File: src/design/jrv_pkg.sv
// Shared types, constants and the CRC32C byte step for the journal record validator.
// No dependencies.
`default_nettype none
package jrv_pkg;
   localparam int OBJECT_BYTES = 160;
   localparam int DIGEST_BYTES = 32;
   localparam logic [31:0] CRC_POLY = 32'h82f63b78;
   localparam logic [7:0] CRC_END = 8'd144;
   localparam logic [7:0] PAD_START = 8'd148;
   localparam logic [7:0] LAST_POS = 8'(OBJECT_BYTES - 1);
   localparam logic [7:0] SEL_PAD_START = 8'd104;
   localparam logic [7:0] REC_PAD_START = 8'd136;
   localparam logic [7:0] REC_DIGEST_START = 8'd64;
   localparam logic [7:0] SEL_DIGEST_START = 8'd40;
   localparam logic [7:0] DIGEST_SPAN = 8'(2 * DIGEST_BYTES);

   // config register indexes
   localparam logic [2:0] REG_FORMAT_SELECT = 3'd0;
   localparam logic [2:0] REG_MAX_TRIAL     = 3'd1;
   localparam logic [2:0] REG_CONFIRMED     = 3'd2;
   localparam logic [2:0] REG_TRIAL         = 3'd3;
   localparam logic [2:0] REG_SLOT_COUNT    = 3'd4;

   // header tag, bytes 0..14; byte 13 differs for the selector layout
   localparam logic [7:0] MAGIC [15] = '{
      8'h52, 8'h49, 8'h42, 8'h4F, 8'h4E, 8'h2D, 8'h50, 8'h53,
      8'h54, 8'h41, 8'h54, 8'h45, 8'h2D, 8'h52, 8'h31
   };
   localparam logic [7:0] SEL_TAG_BYTE = 8'h53;

   typedef struct packed {
      logic             bad;
      logic [3:0]       kind;
      logic [3:0]       slot;
      logic [63:0]      generation;
      logic [63:0]      floor_seq;
      logic [63:0]      trial_seq;
      logic [7:0]       attempts_left;
      logic [63:0]      boot_seq;
      logic [7:0][63:0] digest;
   } obj_type;

   function automatic logic [31:0] crc_byte(input logic [31:0] crc, input logic [7:0] b);
      logic [31:0] c;
      c = crc ^ {24'd0, b};
      for (int i = 0; i < 8; i++) begin
         c = (c >> 1) ^ (c[0] ? CRC_POLY : 32'd0);
      end
      return c;
   endfunction
endpackage
`default_nettype wire

File: src/design/journal_record_validator_unit.sv
// Journal record validator top level: parser, summary queue, result emitter.
// Takes one byte per cycle while full is low; an object's summary is registered in the queue
// at its last byte, then gives 1 word (corrupt) or 9 words (valid), one per cycle while popped.
// full rises only when two finished objects wait in the summary queue.
// Synchronous active-high reset: position zero, CRC all ones, queue empty, registers
// at their defaults.
`default_nettype none
module journal_record_validator_unit (
   input  wire logic        clock,
   input  wire logic        reset,
   input  wire logic        req_push,
   output logic             req_full,
   input  wire logic [7:0]  req_data_byte,
   input  wire logic [0:0]  req_start_flag,
   output logic             rsp_empty,
   input  wire logic        rsp_pop,
   output logic [0:0]       rsp_status,
   output logic [3:0]       rsp_kind,
   output logic [3:0]       rsp_slot,
   output logic [63:0]      rsp_generation,
   output logic [63:0]      rsp_floor_seq,
   output logic [63:0]      rsp_trial_seq,
   output logic [7:0]       rsp_attempts_left,
   output logic [63:0]      rsp_boot_seq,
   output logic [63:0]      rsp_digest_word,
   output logic [3:0]       rsp_word_index,
   output logic [0:0]       rsp_last_flag,
   input  wire logic        csr_write_enable,
   input  wire logic [2:0]  csr_index,
   input  wire logic [7:0]  csr_write_data
);
   import jrv_pkg::*;

   logic    obj_push, q_full, q_empty, q_pop;
   obj_type obj_entry, q_head;

   assign req_full = q_full;

   jrv_front u_front (
      .clock(clock), .reset(reset),
      .byte_valid(req_push && !q_full),
      .data_byte(req_data_byte), .start_flag(req_start_flag[0]),
      .csr_write_enable(csr_write_enable), .csr_index(csr_index),
      .csr_write_data(csr_write_data),
      .obj_push(obj_push), .obj_entry(obj_entry)
   );

   jrv_queue u_queue (
      .clock(clock), .reset(reset),
      .push(obj_push), .push_entry(obj_entry),
      .pop(q_pop), .full(q_full), .empty(q_empty), .head(q_head)
   );

   jrv_back u_back (
      .clock(clock), .reset(reset),
      .q_empty(q_empty), .q_head(q_head), .q_pop(q_pop),
      .rsp_pop(rsp_pop), .rsp_empty(rsp_empty),
      .rsp_status(rsp_status[0]), .rsp_kind(rsp_kind), .rsp_slot(rsp_slot),
      .rsp_generation(rsp_generation), .rsp_floor_seq(rsp_floor_seq),
      .rsp_trial_seq(rsp_trial_seq),
      .rsp_attempts_left(rsp_attempts_left),
      .rsp_boot_seq(rsp_boot_seq),
      .rsp_digest_word(rsp_digest_word), .rsp_word_index(rsp_word_index),
      .rsp_last_flag(rsp_last_flag)
   );

   a_corrupt_single: assert property (@(posedge clock) disable iff (reset)
      (!rsp_empty && rsp_status[0]) |-> (rsp_last_flag[0] && rsp_word_index == 4'd0))
      else $error("corrupt status word is not a single final word");

   a_digest_end: assert property (@(posedge clock) disable iff (reset)
      (!rsp_empty && rsp_word_index == 4'd8) |-> rsp_last_flag[0])
      else $error("eighth digest word not marked last");

   a_reset_empty: assert property (@(posedge clock)
      reset |=> (rsp_empty && !req_full))
      else $error("queue not empty after reset");
endmodule
`default_nettype wire

File: src/design/jrv_front.sv
// Byte parser: CRC, field checks, field capture and final verdict per object.
// Uses jrv_pkg; pushes one finished object summary per object into the queue.
`default_nettype none
module jrv_front (
   input  wire logic            clock,
   input  wire logic            reset,
   input  wire logic            byte_valid,
   input  wire logic [7:0]      data_byte,
   input  wire logic            start_flag,
   input  wire logic            csr_write_enable,
   input  wire logic [2:0]      csr_index,
   input  wire logic [7:0]      csr_write_data,
   output logic                 obj_push,
   output jrv_pkg::obj_type     obj_entry
);
   import jrv_pkg::*;

   logic        format_ff;
   logic [7:0]  max_trial_ff;
   logic [3:0]  confirmed_ff;
   logic [3:0]  trial_ff;
   logic [4:0]  slot_count_ff;

   logic [7:0]  pos_ff, pos_in;
   logic [31:0] crc_ff, crc_in;
   logic        err_ff, err_in;
   logic [63:0] shift_ff, shift_in;
   logic [1:0]  dz_ff, dz_in;
   logic [31:0] kind_ff, att_ff;
   logic [63:0] gen_ff, floor_ff, pend_ff, aseq_ff;
   logic [7:0][63:0] digest_ff;

   logic [7:0]  p;
   logic [31:0] crc_base;
   logic        err_base;
   logic [31:0] hi;
   logic [7:0]  d0, off;
   logic        in_digest;
   logic        last_byte;
   logic        bad;
   logic [4:0]  lim;
   logic        is_conf, is_trial, bind_ok;
   logic [63:0] floor_plus;

   always_ff @(posedge clock) begin
      if (reset) begin
         format_ff     <= 1'b0;
         max_trial_ff  <= 8'd3;
         confirmed_ff  <= 4'd1;
         trial_ff      <= 4'd2;
         slot_count_ff <= 5'd2;
      end else if (csr_write_enable) begin
         case (csr_index)
            REG_FORMAT_SELECT: format_ff     <= csr_write_data[0];
            REG_MAX_TRIAL:     max_trial_ff  <= csr_write_data;
            REG_CONFIRMED:     confirmed_ff  <= csr_write_data[3:0];
            REG_TRIAL:         trial_ff      <= csr_write_data[3:0];
            REG_SLOT_COUNT:    slot_count_ff <= csr_write_data[4:0];
            default: ;
         endcase
      end
   end

   always_comb begin
      p         = (start_flag || pos_ff > LAST_POS) ? 8'd0 : pos_ff;
      crc_base  = (p == 8'd0) ? 32'hFFFF_FFFF : crc_ff;
      err_base  = (p == 8'd0) ? 1'b0 : err_ff;
      dz_in     = (p == 8'd0) ? 2'b11 : dz_ff;
      crc_in    = (p < CRC_END) ? crc_byte(crc_base, data_byte) : crc_base;
      shift_in  = {data_byte, shift_ff[63:8]};
      hi        = shift_in[63:32];
      err_in    = err_base;
      d0        = format_ff ? SEL_DIGEST_START : REC_DIGEST_START;
      off       = p - d0;
      in_digest = (p >= d0) && (p < d0 + DIGEST_SPAN);
      last_byte = (p == LAST_POS);
      pos_in    = last_byte ? 8'd0 : p + 8'd1;

      if (p < 8'd15) begin
         if (data_byte != ((p == 8'd13 && format_ff) ? SEL_TAG_BYTE : MAGIC[p[3:0]]))
            err_in = 1'b1;
      end else if (p == 8'd16) begin
         if (data_byte != 8'd1) err_in = 1'b1;
      end else if (p < 8'd20) begin
         if (data_byte != 8'd0) err_in = 1'b1;
      end else if (p == 8'd23) begin
         if (hi != 32'(OBJECT_BYTES)) err_in = 1'b1;
      end else if (p == 8'd27) begin
         if (!format_ff && hi != 32'd1) err_in = 1'b1;
      end else if (p == 8'd31) begin
         if (format_ff && hi != 32'd0) err_in = 1'b1;
      end else if (p == 8'd147) begin
         if (hi != ~crc_base) err_in = 1'b1;
      end else if (p >= PAD_START) begin
         if (data_byte != 8'd0) err_in = 1'b1;
      end

      if (in_digest) begin
         if (data_byte != 8'd0) begin
            if (off[5]) dz_in[1] = 1'b0;
            else        dz_in[0] = 1'b0;
         end
      end else if (format_ff) begin
         if (p >= SEL_PAD_START && p < CRC_END && data_byte != 8'd0) err_in = 1'b1;
      end else begin
         if (p == 8'd63 && hi != 32'd0) err_in = 1'b1;
         if (p >= REC_PAD_START && p < CRC_END && data_byte != 8'd0) err_in = 1'b1;
      end

      // verdict at the final byte, with the registers as they stand now
      lim        = (slot_count_ff > 5'd16) ? 5'd16 : slot_count_ff;
      is_conf    = (kind_ff == {28'd0, confirmed_ff});
      is_trial   = (kind_ff == {28'd0, trial_ff});
      bind_ok    = (dz_in[1] == (aseq_ff == 64'd0));
      floor_plus = floor_ff + 64'd1;
      bad        = err_in || gen_ff == 64'd0 || dz_in[0];
      if (format_ff) begin
         if (kind_ff >= {27'd0, lim} || dz_in[1]) bad = 1'b1;
      end else begin
         if (!is_conf && !is_trial) bad = 1'b1;
         if (is_conf && (pend_ff != 64'd0 || att_ff != 32'd0 || !bind_ok)) bad = 1'b1;
         if (is_trial && (floor_ff == '1 || pend_ff != floor_plus ||
                          att_ff > {24'd0, max_trial_ff} || !bind_ok)) bad = 1'b1;
      end

      obj_push  = byte_valid && last_byte;
      obj_entry = '0;
      obj_entry.bad = bad;
      obj_entry.digest = digest_ff;
      if (!bad) begin
         obj_entry.generation = gen_ff;
         if (format_ff) begin
            obj_entry.slot = kind_ff[3:0];
         end else begin
            obj_entry.kind          = kind_ff[3:0];
            obj_entry.floor_seq     = floor_ff;
            obj_entry.trial_seq     = pend_ff;
            obj_entry.attempts_left = att_ff[7:0];
            obj_entry.boot_seq      = aseq_ff;
         end
      end
   end

   always_ff @(posedge clock) begin
      if (reset) begin
         pos_ff   <= 8'd0;
         crc_ff   <= 32'hFFFF_FFFF;
         err_ff   <= 1'b0;
         shift_ff <= 64'd0;
         dz_ff    <= 2'b11;
      end else if (byte_valid) begin
         pos_ff   <= pos_in;
         crc_ff   <= crc_in;
         err_ff   <= err_in;
         shift_ff <= shift_in;
         dz_ff    <= dz_in;
      end
   end

   // captured fields, no reset
   always_ff @(posedge clock) begin
      if (byte_valid) begin
         if (p == 8'd27 && format_ff) kind_ff <= hi;
         if (p == 8'd31 && !format_ff) kind_ff <= hi;
         if (p == 8'd39) gen_ff <= shift_in;
         if (in_digest && off[2:0] == 3'd7) digest_ff[off[5:3]] <= shift_in;
         if (!in_digest && !format_ff) begin
            if (p == 8'd47)  floor_ff <= shift_in;
            if (p == 8'd55)  pend_ff  <= shift_in;
            if (p == 8'd59)  att_ff   <= hi;
            if (p == 8'd135) aseq_ff  <= shift_in;
         end
      end
   end
endmodule
`default_nettype wire

File: src/design/jrv_queue.sv
// Two-entry queue of finished object summaries between parser and emitter.
// Uses jrv_pkg for the entry type.
`default_nettype none
module jrv_queue (
   input  wire logic            clock,
   input  wire logic            reset,
   input  wire logic            push,
   input  jrv_pkg::obj_type     push_entry,
   input  wire logic            pop,
   output logic                 full,
   output logic                 empty,
   output jrv_pkg::obj_type     head
);
   import jrv_pkg::*;

   obj_type     store_ff [2];
   logic        wr_ff, rd_ff;
   logic [1:0]  count_ff;
   logic        do_push, do_pop;

   assign full    = (count_ff == 2'd2);
   assign empty   = (count_ff == 2'd0);
   assign head    = store_ff[rd_ff];
   assign do_push = push && !full;
   assign do_pop  = pop && !empty;

   always_ff @(posedge clock) begin
      if (reset) begin
         wr_ff    <= 1'b0;
         rd_ff    <= 1'b0;
         count_ff <= 2'd0;
      end else begin
         if (do_push) wr_ff <= !wr_ff;
         if (do_pop)  rd_ff <= !rd_ff;
         count_ff <= count_ff + {1'b0, do_push} - {1'b0, do_pop};
      end
   end

   always_ff @(posedge clock) begin
      if (do_push) store_ff[wr_ff] <= push_entry;
   end
endmodule
`default_nettype wire

File: src/design/jrv_back.sv
// Result emitter: turns one queued object into a status word and, if valid, eight digest words.
// Uses jrv_pkg for the entry type.
`default_nettype none
module jrv_back (
   input  wire logic            clock,
   input  wire logic            reset,
   input  wire logic            q_empty,
   input  jrv_pkg::obj_type     q_head,
   output logic                 q_pop,
   input  wire logic            rsp_pop,
   output logic                 rsp_empty,
   output logic                 rsp_status,
   output logic [3:0]           rsp_kind,
   output logic [3:0]           rsp_slot,
   output logic [63:0]          rsp_generation,
   output logic [63:0]          rsp_floor_seq,
   output logic [63:0]          rsp_trial_seq,
   output logic [7:0]           rsp_attempts_left,
   output logic [63:0]          rsp_boot_seq,
   output logic [63:0]          rsp_digest_word,
   output logic [3:0]           rsp_word_index,
   output logic [0:0]           rsp_last_flag
);
   import jrv_pkg::*;

   logic [3:0] idx_ff, idx_in;
   logic       take;
   logic       final_word;
   logic [2:0] dsel;

   always_comb begin
      rsp_empty  = q_empty;
      take       = rsp_pop && !q_empty;
      final_word = q_head.bad || idx_ff == 4'd8;
      q_pop      = take && final_word;
      idx_in     = idx_ff;
      if (take) idx_in = final_word ? 4'd0 : idx_ff + 4'd1;
      dsel       = 3'(idx_ff - 4'd1);

      rsp_status        = 1'b0;
      rsp_kind          = '0;
      rsp_slot          = '0;
      rsp_generation    = '0;
      rsp_floor_seq     = '0;
      rsp_trial_seq     = '0;
      rsp_attempts_left = '0;
      rsp_boot_seq      = '0;
      rsp_digest_word   = '0;
      rsp_word_index    = idx_ff;
      rsp_last_flag     = final_word;
      if (idx_ff == 4'd0) begin
         rsp_status        = q_head.bad;
         rsp_kind          = q_head.kind;
         rsp_slot          = q_head.slot;
         rsp_generation    = q_head.generation;
         rsp_floor_seq     = q_head.floor_seq;
         rsp_trial_seq     = q_head.trial_seq;
         rsp_attempts_left = q_head.attempts_left;
         rsp_boot_seq      = q_head.boot_seq;
      end else begin
         rsp_digest_word = q_head.digest[dsel];
      end
   end

   always_ff @(posedge clock) begin
      if (reset) idx_ff <= 4'd0;
      else       idx_ff <= idx_in;
   end
endmodule
`default_nettype wire
File: config.mk
export PLATFORM = sky130hd
export DESIGN_NAME = journal_record_validator_unit
export DESIGN_NICKNAME = d
export VERILOG_FILES = /design/src/design/jrv_pkg.sv /design/src/design/journal_record_validator_unit.sv /design/src/design/jrv_front.sv /design/src/design/jrv_queue.sv /design/src/design/jrv_back.sv
export SDC_FILE = /design/constraint.sdc
export NUM_CORES = 2
export LEC_CHECK = 0
export ABC_AREA = 1
export BUFFER_PORTS_ARGS = -buffer_cell sky130_fd_sc_hd__buf_2
export CAP_MARGIN = 10
export CELL_PAD_IN_SITES_DETAIL_PLACEMENT = 0
export CELL_PAD_IN_SITES_GLOBAL_PLACEMENT = 2
export CORE_UTILIZATION = 30
export DETAILED_ROUTE_END_ITERATION = 8
export PLACE_DENSITY_LB_ADDON = 0.05
export SKIP_CTS_REPAIR_TIMING = 1
export SLEW_MARGIN = 0
export SYNTH_ARGS = -nofsm -noshare
export SYNTH_HDL_FRONTEND = slang
export SYNTH_SLANG_ARGS = --single-unit
File: constraint.sdc
create_clock -name clock -period 109.2 [get_ports clock]
set_input_delay 21.84 -clock clock [delete_from_list [all_inputs] [get_ports clock]]
set_output_delay 21.84 -clock clock [all_outputs]
set_load 0.02 [all_outputs]
== After elaboration in Yosys (flattened, before gate mapping) ==
Memory sizes are Yosys's and may differ from the RTL's. A register that Yosys moved wholly into a read port is not among the register bits.
Cells that the tools add are included.
Word-level totals
  flip-flop bits (word level): 969
  memory bits (writable): 1570
  bits in read-only memories: 128
  input bits: 25
  logic and storage cells: 233
  memories kept: 2
Memories
  u_queue.store_ff: depth 2, bits a word 785, read ports 1, clocked after memory_dff 1, wr ports 1, RTL line jrv_queue.sv:16  | obj_type store_ff [2];
  (name not given): depth 16, bits a word 8, read ports 1, clocked after memory_dff 0, wr ports 0, RTL line jrv_front.sv:80  | if (data_byte != ((p == 8'd13 && format_ff) ? SEL_TAG_BYTE : MAGIC[p[3:0]]))
Operators by class
  add/sub/neg operators: 8
  order comparisons: 16
  equality and inequality tests: 30
  mux-type cells: 73
  bitwise gates (word level): 11
  reductions and logical operators: 65
Operators with widths (number)
  bitwise mux 512 bit: 1
  2-to-1 mux 64 bit: 7
  2-to-1 mux 32 bit: 12
  2-to-1 mux 272 bit: 1
  bitwise XOR 31 x 32 -> 32 bit: 8
  2-to-1 mux 200 bit: 1
  binary-select mux 64 bit (select 3 bit): 1
  demux 64 bit (select 3 bit): 1
  zero test 64 bit: 2
  adder 64 x 1 -> 64 bit (second input constant): 1
  equality test 32 x 4 -> 1 bit: 2
  equality test 64 bit (second input constant): 1
  != test 64 bit: 1
  nonzero test 32 bit: 2
  nonzero test 64 bit: 1
  2-to-1 mux 8 bit: 6
  equality test 8 x 6 -> 1 bit (second input constant): 5
  2-to-1 mux 1 bit: 33
  equality test 8 x 5 -> 1 bit (second input constant): 4
  >= comparator 32 x 5 -> 1 bit: 1
  greater-than comparator 32 x 8 -> 1 bit: 1
  != test 32 x 1 -> 1 bit (second input constant): 1
  != test 32 bit: 1
  != test 32 x 8 -> 1 bit (second input constant): 1
  47 further kinds: 108

== Longest topological paths before layout ==
  depth in word-level cells: 26
  gate-level depth with buffers: 32
  gate-level depth less buffers: 29

== Cells and area by module ==
A second synthesis with hierarchy kept.
Unflattened totals
  cell total of the unflattened synthesis: 7943
  area total of the unflattened synthesis: 105070.8 um2
By module, submodules not included
  jrv_queue: instances 1, cells an instance 2481, area each 57124.8 um2, seq. area each 47245.3 um2
  jrv_front: instances 1, cells an instance 3142, area each 38548.2 um2, seq. area each 27406.3 um2
  jrv_back: instances 1, cells an instance 2318, area each 9387.8 um2, seq. area each 80.1 um2
  journal_record_validator_unit: instances 1, cells an instance 2, area each 10.0 um2, seq. area each 0.0 um2

== Least setup slack after synthesis ==
No wires, ideal clock.
  path type: input to register
  start point: input port req_start_flag
  end point: memory u_queue.store_ff[1][0] (netlist bit), enable pin
  arrival time: 55.788 ns
  setup slack: 51.455 ns
  cell stages on the path: 12
  path buffers: 0
  cells stage by stage: clkinv_1 nand2_1 nor2_1 ha_1 inv_1 nor2_1 inv_1 nor2_1 inv_1 nor2_1 inv_1 nor2_1
Between the ends
  cells in the longest elaborated chain, start to end: 7
RTL lines
  start, declared: RTL line journal_record_validator_unit.sv:14  | input wire logic [0:0] req_start_flag,
  logical OR 1 bit: RTL line jrv_front.sv:65  | p = (start_flag || pos_ff > LAST_POS) ? 8'd0 : pos_ff;
  2-to-1 mux 8 bit: RTL line jrv_front.sv:65
  equality test 8 bit: RTL line jrv_front.sv:76  | last_byte = (p == LAST_POS);
  logical AND 1 bit: RTL line jrv_front.sv:126  | obj_push = byte_valid && last_byte;
  logical AND 1 bit: RTL line jrv_queue.sv:24  | assign do_push = push && !full;
  via u_queue.do_push: RTL line jrv_queue.sv:19  | logic do_push, do_pop;
  2-to-1 mux 1 bit: RTL line jrv_queue.sv:40  | if (do_push) store_ff[wr_ff] <= push_entry;
  2-to-1 mux 1 bit (implied by the code): RTL line jrv_queue.sv:40
  end, declared: RTL line jrv_queue.sv:16
The timed path passes the listed nets, and every way through them passes these cells.

==> impl_metrics.tcl <==
set metrics [dict create \
    ioPinCount 369 \
    track_usage 0.204 \
    slew_headroom 0.154 \
    outcome "complete, no violations" \
    critical-path-max-stage-delay_ns 1.01 \
    ir_drop_mv 0.0103 \
    setup_viol 0 \
    synth_top_area_frac 0.732 \
    overflow 0 \
    synth_ff_type "edfxtp_1" \
    worstMarginPinSlew_ns 1.27 \
    grt_use_met3 0.0293 \
    postPlaceCellArea_mm2 0.106 \
    layout_min_cycle_time_ns 27.67 \
    syn_nets 7597 \
    p_leak_nw 39.5 \
    cp.arrival_ns 5.83 \
    path_clk_slew_ns 0.06 \
    power.total_mw 2.07 \
    crit_fanout 191 \
    synthSimpleGateAreaFrac 0.102 \
    nNetsFinal 8003 \
    placed_cells 12000 \
    die-area_mm2 0.331 \
    grt_antenna_before_repair 67 \
    dp_hpwl_mm 203 \
    synth-seq-cells 2532 \
    finalMaxSlewViolations 0 \
    synth-edff-count 2402 \
    root_buffer "clkbuf_16" \
    start_util 0.301 \
    cts_made_buffers 297 \
    grt_pass1_wl_mm 478 \
    ys_seq_area_frac 0.758 \
    critPathKind "flop to output pin" \
    rows 210 \
    synthMuxAreaShare 0.000102 \
    synthAdderAreaFrac 0.00368 \
    drv_cap 0 \
    post_drt_wl_per_cell_um 27.5 \
    ys_warn_count 0 \
    coreArea_mm2 0.327 \
    route.vias.total 61800 \
    crit_chain "inv_8, buf_12, buf_4, buf_4, nand2_1, a21oi_1, buf_2" \
    hold_viol_final 0 \
    detail-route-antenna-nets 0 \
    synth_cells 7543 \
    yosysTopAreaCell "edfxtp_1" \
    synth_compound_area_frac 0.0855 \
    clockBufferDepth 4 \
    synthXorXnorAreaFrac 0.0155 \
    grt_most_used_layer "met2" \
    synthesis.area_mm2 0.0986 \
    p_per_area_mw_per_mm2 18.0 \
    drtPass1Iterations 5 \
    fp.dieW_um 575 \
    hold_class "flop to flop" \
    crit_top_cell "buf_4" \
    clkSinkCount 2532 \
    grt_max_degree 193 \
    finalClockSkew_ns 0.0329 \
    h-tree-depth 5 \
    drive_above_1_share 0.121 \
    chipHeight_um 575 \
    port_buffers 368 \
    post-route-period-util 0.253 \
    synth_top_family_by_area "simple AND/OR/NAND/NOR gates" \
    use_met2 0.328 \
    hold_ws_ns 0.433 \
    synth_cell_types 54 \
    rsz0062_at_grt "no" \
    worstPathRequired_ns 87.36 \
    synthArstFlopShare 0 \
    fmax_ghz 0.0361 \
    fin_area_mm2 0.115 \
    fin_cells 12500 \
    gp_congestion 0.800 \
    drc_errors 0 \
    drtIter0Drc 5818 \
    syn_area_per_cell_um2 13.1 \
    insertion_delay_ns 0.89 \
    end_kind "output pin" \
    fin_tns_setup_ns 0 \
    critPathSlowestCell "buf_4" \
    grt_pass1_vias 61200 \
    grt_use_met1 0.287 \
    cts_tree "yes" \
    synthTopCellsByArea "edfxtp_1, nor2_1, nand2_1, o21ai_0, dfxtp_1" \
    start_kind "flop" \
    avgViaCountPerCell 4.93 \
    area_growth_pct 16.5 \
    routed_wl_mm 345 \
]
## layout by cell type, fill, tap and decap left out, types with 6 or more instances in the layout
cell type	count
nand4_1	72
clkbuf_1	61
o21ai_1	9
edfxtp_1	2402
nor2_4	13
buf_4	115
nor2_1	1032
clkinv_1	81
bufinv_16	16
nand2_1	983
clkinv_2	39
clkbuf_16	306
xor2_1	101
dfxtp_1	94
o211ai_1	75
buf_12	12
xnor2_1	39
buf_2	368
o21ai_0	649
nor4_1	57
nand2_2	6
ha_1	28
a21oi_1	433
nand3_1	218
inv_1	493
clkinvlp_4	10
dfxtp_2	34
diode_2	20
nor3_1	54
inv_6	14
o221ai_1	206
o22ai_1	64
## worst max-delay path, delay by kind of cell, from the launching register on
family	cells	cell delay, ns
AO/OA/AOI/OAI	1	0.42
buffers and inverters	5	3.40
AND/OR/NAND/NOR	1	0.11
flip-flops	1	0.51
## sequential cells by signal, summed over array words and instances, names as in the netlist, named ones only
| signal | flops |
|---|---|
| u_queue.store_ff | 1570 |
| u_front.obj_entry | 512 |
| u_front.aseq_ff | 64 |
| u_front.floor_ff | 64 |
| u_front.gen_ff | 64 |
| u_front.pend_ff | 64 |
| u_front.shift_ff | 56 |
| u_front.att_ff | 32 |
| u_front.crc_ff | 32 |
| u_front.kind_ff | 32 |
| u_front.max_trial_ff | 8 |
| u_front.pos_ff | 8 |
| u_front.slot_count_ff | 5 |
| u_back.rsp_word_index | 4 |
| u_front.confirmed_ff | 4 |
| u_front.trial_ff | 4 |
| u_front.dz_ff | 2 |
| u_queue.count_ff | 2 |
| u_front.err_ff | 1 |
| u_front.format_ff | 1 |
| u_queue.rd_ff | 1 |
| u_queue.wr_ff | 1 |
## synth_stat cells, types with 2 or more instances
master,number
edfxtp_1,2402
o21a_1,2
xor2_4,5
o31ai_1,2
o211ai_1,75
clkinv_1,3
or2_2,5
a21boi_0,2
nor4_1,59
o22ai_1,64
xor2_1,102
nand2_2,6
xor2_2,4
and3_1,2
inv_1,497
nor3_1,58
nor2_1,1045
xnor3_1,3
dfxtp_1,130
and2_1,3
o21ai_0,651
nor2_2,4
clkbuf_1,334
nand4_1,72
a211oi_1,4
ha_1,29
nand3b_1,5
buf_6,2
xnor2_1,40
a31oi_1,4
nand3_1,218
buf_1,20
a21oi_1,434
buf_2,28
buf_4,4
nor3b_1,3
nand3_2,4
inv_2,5
o21bai_1,4
nand2_1,983
o21ai_1,8
o221ai_1,206
## area by class of cell
type | instances | area [um^2]
timing repair buffer | 495 | 2950
clock inverter | 160 | 1230
multi-input combinational | 4118 | 20600
antenna | 20 | 50.0
tap | 4346 | 5440
inverter | 505 | 1920
clock buffer | 367 | 7890
sequential | 2532 | 74800
fill | 31900 | 212000
## kinds of logic (layout without fill, tap and decap cells)
logic type | count (synthesis) | after routing
xor gates and xnor gates | 155 | 155
and+or+nand+nor | 2471 | 2471
muxes | 1 | 1
adders and majority gates | 29 | 29
buffers and inverters | 893 | 1527
other | 0 | 20
AOI/OAI and AO/OA | 1462 | 1462
DFF | 2532 | 2532
## where the power goes
part	leakage, nW	total (mW)	switching, mW	internal, mW
Combinational	12.1	0.0558	0.0402	0.0156
Clock	4.43	0.947	0.397	0.549
Sequential	23.0	1.07	0.0122	1.06
## path summary, 6_finish.rpt
check             slack (ns)  depth (start not counted)              startpoint                       end
hold / removal          0.43                          0  u_front.obj_entry[491]  u_queue.store_ff[1][491]
hold reg to reg         0.43                          0  u_front.obj_entry[491]  u_queue.store_ff[1][491]
setup / recovery       81.53                          7                    flop      rsp_attempts_left[3]
setup reg to reg      102.94                         15       u_front.pos_ff[5]  u_queue.store_ff[1][727]
## routing by layer
| layer | routed length [um] | part of all wire | up-vias |
|---|---|---|---|
| met5 | 18 | 0.000052 | - |
| met4 | 8180 | 0.024 | 4 |
| met3 | 19300 | 0.056 | 360 |
| met2 | 162000 | 0.47 | 1784 |
| met1 | 156000 | 0.45 | 31600 |
| li1 | - | - | 28100 |
## stage by stage
stage | utilization | setup WS [ns]
6_report | 0.351 | 81.53
4_1_cts | 0.351 | 81.29
3_5_place_dp | 0.323 | 81.38
3_3_place_gp | 0.323 | 81.46
5_1_grt | 0.351 | 81.19
2_1_floorplan | - | 51.46
Power figures use the tool's default switching activity.
